==> src/hw/rtl/rfia_cmp.sv <==
// Shared signed compare unit: reports a <= b and the smaller operand.
// Used for table rebuild, range minimum folding and threshold tests.
module rfia_cmp #(
	parameter int W = 32
) (
	input  logic signed [W-1:0] a,
	input  logic signed [W-1:0] b,
	output logic                le,
	output logic signed [W-1:0] min
);

	assign le  = (a <= b);
	assign min = le ? a : b;

endmodule

==> config.mk <==
export PLATFORM = sky130hd
export DESIGN_NAME = rfia_cmp
export DESIGN_NICKNAME = d
export VERILOG_FILES = /design/src/hw/rtl/rfia_cmp.sv
export SDC_FILE = /design/constraint.sdc
export NUM_CORES = 1
export LEC_CHECK = 0
export BUFFER_PORTS_ARGS = -buffer_cell sky130_fd_sc_hd__buf_2
export CAP_MARGIN = 40
export CORE_ASPECT_RATIO = 0.7
export CORE_MARGIN = 5
export CORE_UTILIZATION = 30
export DETAILED_ROUTE_END_ITERATION = 8
export PLACE_DENSITY_LB_ADDON = 0.08
export SYNTH_ARGS = -nofsm -noshare
export SYNTH_HDL_FRONTEND = slang
export SYNTH_SLANG_ARGS = --single-unit
==> constraint.sdc <==
create_clock -name vclk -period 4.25
set_clock_uncertainty 0.05 [all_clocks]
set_input_delay 0.425 -clock vclk [all_inputs]
set_output_delay 0.425 -clock vclk [all_outputs]
set_load 0.01 [all_outputs]
Word level (Yosys, flattened, before mapping)

Index checks and enable logic that the tools add are counted.

Flip-flop bits (word level): 0
Input bits: 64
Logic and storage cells: 2

Order comparisons: 1
Multiplexer cells: 1

Operators by type and width:

| operator                        | count |
|---|---|
| less-or-equal comparator 32 bit | 1 |
| two-way mux 32 bit              | 1 |

Depth between registers and ports, before layout

Gate-level depths: netlist of run 1.

Depth in word-level cells: 2
Mapped depth: 11
Mapped depth without buffers: 9

Worst setup path after synthesis of run 1

OpenSTA, ideal clock, no wires.

Path kind: input-to-output
Start point: input b[31]
End point: output min[2]
Arrival: 2.402 ns
Data required time: 3.775 ns
Slack: 1.373 ns
Stages: 11
Path through: inv_1 -> ha_1 -> buf_2 -> nand4_1 -> nor4_2 -> a221oi_2 -> o21ai_2 -> buf_2 -> mux2i_1 -> o21ai_0 -> or3_1

Cells in the longest elaborated chain, start to end: 2

RTL lines:

| item                            | line | RTL |
|---|---|---|
| start, declared                 | 7    | `input logic signed [W-1:0] b,` |
| less-or-equal comparator 32 bit | 12   | `assign le = (a <= b);` |
| two-way mux 32 bit              | 13   | `assign min = le ? a : b;` |
| end, declared                   | 9    | `output logic signed [W-1:0] min` |

Every way passes these cells.

Worst setup path after layout of run 1

Start point: input b[31]
End point: output min[30]

The elaborated chain is that of the path after synthesis.

==> results.toml, run 1 <==
[outcome]
outcome = "finished clean"

[place]
port_buffers = 97
hpwlAfterDp_um = 5360
place_area_um2 = 2810
routabilityCongestion = 0.732

[clocking]
cts_setup_buffers = 0
ctsHoldBuffers = 0
cts_resized = 0

[synthesis]
ys_warn_count = 0
syn-instance-count = 367
synthXorXnorAreaFrac_pct = 0
synth_nets = 463
synth.avg_cell_area_um2 = 6.10
synthMuxAreaShare_pct = 14.3
synthAdderAreaFrac_pct = 17.9
synth_top_family_by_area = "simple AND/OR/NAND/NOR gates"
yosysSeqAreaShare_pct = 0
synthDistinctLibCells = 26
synth_compound_area_share_pct = 15.9
synth_area_um2 = 2240
synth_simple_gate_area_share_pct = 40.5

[pwr]
power-per-cell-area_nw_per_um2 = 143
total_power_uw = 403
total_leakage_power_uw = 0.00160
vdd_drop_max_mv = 0.0549

[timing]
hold_viol = 0
tns_ps = 0
slew_violations = 0
slew_headroom_pct = 64.9
fmax_ghz = 0.261
fin_hold_ws_ps = 1210
final-setup-viol-count = 0
rsz0062_at_grt = "no"
finalWorstPathRequiredPeriod_ps = 3830
fin_crit_sh_pct = 90.1
tightest_slew_ps = 527

[worst_setup_path]
required_ps = 3770
worstSetupStartpointType = "input port"
cp_max_fo = 47
arrival_ps = 3350
critPathSlowestCell = "ha_2"
path_buf_inv = 4
path_delay_family = "simple AND/OR/NAND/NOR gates"
cp-end-kind = "output port"
cpMostUsedCell = "buf_2"
slowest_delay_ps = 660
path_cells = "buf_2 -> inv_1 -> ha_2 -> nand4_1 -> nor4_2 -> nand2_1 -> nor2_4 -> buf_12 -> nor3_1 -> or3_1 -> buf_2"
crit_type = "in -> out"

[global_route]
grt-ovfl-total = 0
grt_pass1_vias = 2418
grt_max_degree = 67
grt_pass1_wl_um = 11500
antenna_found_initial = 0
grt_usage_pct = 13.9

[floorplan]
io_pins = 97
core_area_um2 = 7290
dieArea_um2 = 9310
die_y_um = 82.3
die_x_um = 113
initial_core_util_pct = 30.7
rows = 26

[routing]
wire_per_inst_um = 12.5
vias = 2677
drt_iter0_markers = 144
dr.pass1.iters = 5
routed_wl_um = 6770
drc = 0
viasPerCell = 4.94
drtAntennaViolNets = 0

[cells_and_area]
nClkBuffers = 0
seqCellArea_um2 = 0
design.seq.count = 0
drive_gt1_share_pct = 24.8
n_antenna_cell = 0
nets = 542
final_cell_mix = "97 x buf_2, 73 x nand2_1, 37 x o21ai_0, 36 x inv_1"
area_growth_syn_to_layout_pct = 25.7
fin_area_um2 = 2810
final_common_cell = "buf_2"
fillers = 829

[job]
cap_violations = 0

[worst_hold_path]
whs_path_depth = 5
hold_path_class = "in -> out"
min_to = "min[20]"
hp-start = "a[20]"
[cells in the mapped netlist, types with 2 or more instances]
| cell | n | area [µm²] |
|---|---|---|
| nand2_1 | 73 | 274 |
| buf_2 | 8 | 40.0 |
| buf_4 | 3 | 22.5 |
| or3_1 | 32 | 200 |
| mux2i_1 | 32 | 320 |
| clkbuf_1 | 15 | 56.3 |
| a21oi_1 | 15 | 75.1 |
| inv_1 | 36 | 135 |
| and3_1 | 31 | 194 |
| nand3_1 | 2 | 10.0 |
| nand4_1 | 6 | 37.5 |
| a21o_1 | 2 | 15.0 |
| nor3_1 | 32 | 160 |
| o21ai_0 | 37 | 185 |
| ha_1 | 32 | 400 |
[worst max-delay path by stage]
stage	slack, ps	endpoint	startpoint	depth (start not counted)
after floorplan	1370	min[2]	b[31]	11
after global placement	550	min[4]	b[31]	11
after detailed placement	420	min[30]	b[31]	11
after CTS	410	min[30]	b[31]	11
after global routing	160	min[30]	b[31]	11
final	420	min[30]	b[31]	11
[power by group]
part           switching, µW  total (µW)  internal [µW]
logic                    222         403            180
registers                  0           0              0
clock network              0           0              0
[area by class of cell]
class | instances | area (µm²) | share of cell area, %
well taps | 98 | 123 | 4.36
repair buffers | 103 | 556 | 19.8
multi-input cells | 305 | 2000 | 71.1
inverters | 36 | 135 | 4.81
[layer usage]
| layer | wire length [µm] | up-vias | global-route usage (%) |
|---|---|---|---|
| met2 | 2610 | 74 | 21.3 |
| met5 | 0 | - | 0 |
| li1 | - | 1445 | - |
| met3 | 392 | 0 | 1.17 |
| met1 | 3770 | 1158 | 22.2 |
| met4 | 0 | 0 | 0 |
[cell families after synthesis]
family / Yosys count
fa+ha+maj: 32
compound gates: 61
simple gates: 180
mux: 32
buf+inv: 62
[metrics by stage]
step / util, % / cells / setup slack, ps
2_1_floorplan: - / 367 / 1370
3_3_place_gp: 38.6 / 542 / 552
3_5_place_dp: 38.6 / 542 / 424
4_1_cts: 38.6 / 542 / 409
5_1_grt: 38.6 / 542 / 165
6_report: 38.6 / 542 / 422
(Power assumes the default switching activity.)
==> inputs of run 2 (changes only) <==
--- a/config.mk
+++ b/config.mk
@@ -5,6 +5,7 @@
 export SDC_FILE = /design/constraint.sdc
 export NUM_CORES = 1
 export LEC_CHECK = 0
+export ABC_AREA = 1
 export BUFFER_PORTS_ARGS = -buffer_cell sky130_fd_sc_hd__buf_2
 export CAP_MARGIN = 40
 export CORE_ASPECT_RATIO = 0.7
==> run 2 against run 1 <==
  * Final area is 32% lower
  * Critical path depth up 2
  * Sequential share of layout area unchanged
  * Power down 29%
  * Via count decreased by 32%
  * Die area shrank 33%
  * Sequential cell count unchanged
  * Worst setup slack better by 760 ps
  * Global-route usage increased by 0.11 points
  * Utilization grew 4.4 points
  * Worst hold slack got worse by 120 ps
  * First-iteration DRC count shrank 61%
  * Largest power group unchanged
==> results.toml, run 2 <==
[outcome]
outcome = "finished clean"

[pwr]
vdd_drop_max_mv = 0.0584
total_power_uw = 287
total_leakage_power_uw = 0.00129
power-per-cell-area_nw_per_um2 = 150

[routing]
routed_wl_um = 4380
dr.pass1.iters = 4
drc = 0
wire_per_inst_um = 11.0
viasPerCell = 4.58
vias = 1827
drtAntennaViolNets = 0
drt_iter0_markers = 56

[timing]
final-setup-viol-count = 0
slew_headroom_pct = 72.8
slew_violations = 0
fmax_ghz = 0.326
hold_viol = 0
tns_ps = 0
finalWorstPathRequiredPeriod_ps = 3060
fin_crit_sh_pct = 72.1
rsz0062_at_grt = "no"
tightest_slew_ps = 409

[synthesis]
synthDistinctLibCells = 18
syn-instance-count = 256
synth_common_cells = "99 x nand2_1, 39 x inv_1, 34 x nand4_1"
synth_top_area_cell = "ha_1"
synth_nets = 352
synth_area_um2 = 1420
synth.avg_cell_area_um2 = 5.53
yosysMostFrequentCell = "nand2_1"
synth_area_leaders = "ha_1 28%, nand2_1 26%, nand4_1 15%"
ys_warn_count = 0
yosysSeqAreaShare_pct = 0
synth_top_area_share_pct = 28.3

[worst_setup_path]
worstSetupStartpointType = "input port"
crit_type = "in -> out"
required_ps = 3770
arrival_ps = 2590
cp-end-kind = "output port"
cp_max_fo = 33

[floorplan]
dieArea_um2 = 6210
core_area_um2 = 4450
rows = 20
io_pins = 97
die_y_um = 67.5
die_x_um = 92.1
initial_core_util_pct = 31.8

[cells_and_area]
multi_input_area_um2 = 1190
nets = 442
final_common_cell = "nand2_1"
nClkBuffers = 0
fillers = 525
n_antenna_cell = 0
drive_gt1_share_pct = 30.2
area_growth_syn_to_layout_pct = 35.3
design.seq.count = 0
final_cell_mix = "99 x nand2_1, 97 x buf_2, 39 x inv_1, 34 x nand4_1, 32 x ha_1"
seqCellArea_um2 = 0

[global_route]
antenna_found_initial = 0
grt_pass1_wl_um = 7540
grt_max_degree = 34
grt_usage_pct = 14.0
grt_pass1_vias = 1678
grt-ovfl-total = 0

[place]
port_buffers = 97
hpwlAfterDp_um = 3660
routabilityCongestion = 0.738

[clocking]
ctsHoldBuffers = 0
cts_setup_buffers = 0
cts_resized = 0

[job]
cap_violations = 0

[worst_hold_path]
hold_path_class = "in -> out"
-- run 2: per-stage QoR --
stage	setup WS, ps	hold WS [ps]	utilization (%)	instance area [µm²]	std cells
after floorplan	1890	918	-	1420	256
after global placement	1180	1090	43.0	1910	399
after detailed placement	1160	1100	43.0	1910	399
after CTS	1150	1100	43.0	1910	399
after global routing	826	1110	43.0	1910	399
final	1190	1090	43.0	1910	399
-- run 2: routing by layer --
| layer | up-vias | wire, µm | global-route usage, % |
|---|---|---|---|
| li1 | 1023 | - | - |
| met1 | 748 | 2250 | 20.9 |
| met2 | 56 | 1770 | 23.3 |
| met3 | 0 | 355 | 1.34 |
| met4 | 0 | 0 | 0 |
| met5 | - | 0 | 0 |
-- run 2: worst paths after layout --
kind	cells past startpoint	slack [ps]	end	from
worst max-delay path	13	1190	min[17]	a[31]
worst min-delay path	4	1090	min[7]	a[7]
-- run 2: critical path, stage by stage --
cell and delay, ps:
buf_2 110, ha_1 340, nand2_1 110, nor2_2 60, and2_1 150, nand3_1 80
nand2_1 50, nor2_1 140, nand3_2 360, nand3_4 470, nand2_1 90, nand2_1 80
buf_2 130
-- run 2: cells by family after synthesis --
family                   synth area share, %
AND/OR/NAND/NOR                         49.7
buffers and inverters                   15.8
adder cells (fa/ha/maj)                 28.3
AO/OA/AOI/OAI                           6.19
-- run 2: area by class of cell --
| class | count | area share [%] |
|---|---|---|
| Inverter | 39 | 7.65 |
| Multi-Input combinational cell | 205 | 62.2 |
| Timing Repair Buffer | 100 | 26.5 |
| Tap cell | 55 | 3.59 |
-- run 2: report_power, final --
part | internal, µW | switching (µW)
Sequential | 0 | 0
Clock | 0 | 0
Combinational | 118 | 169
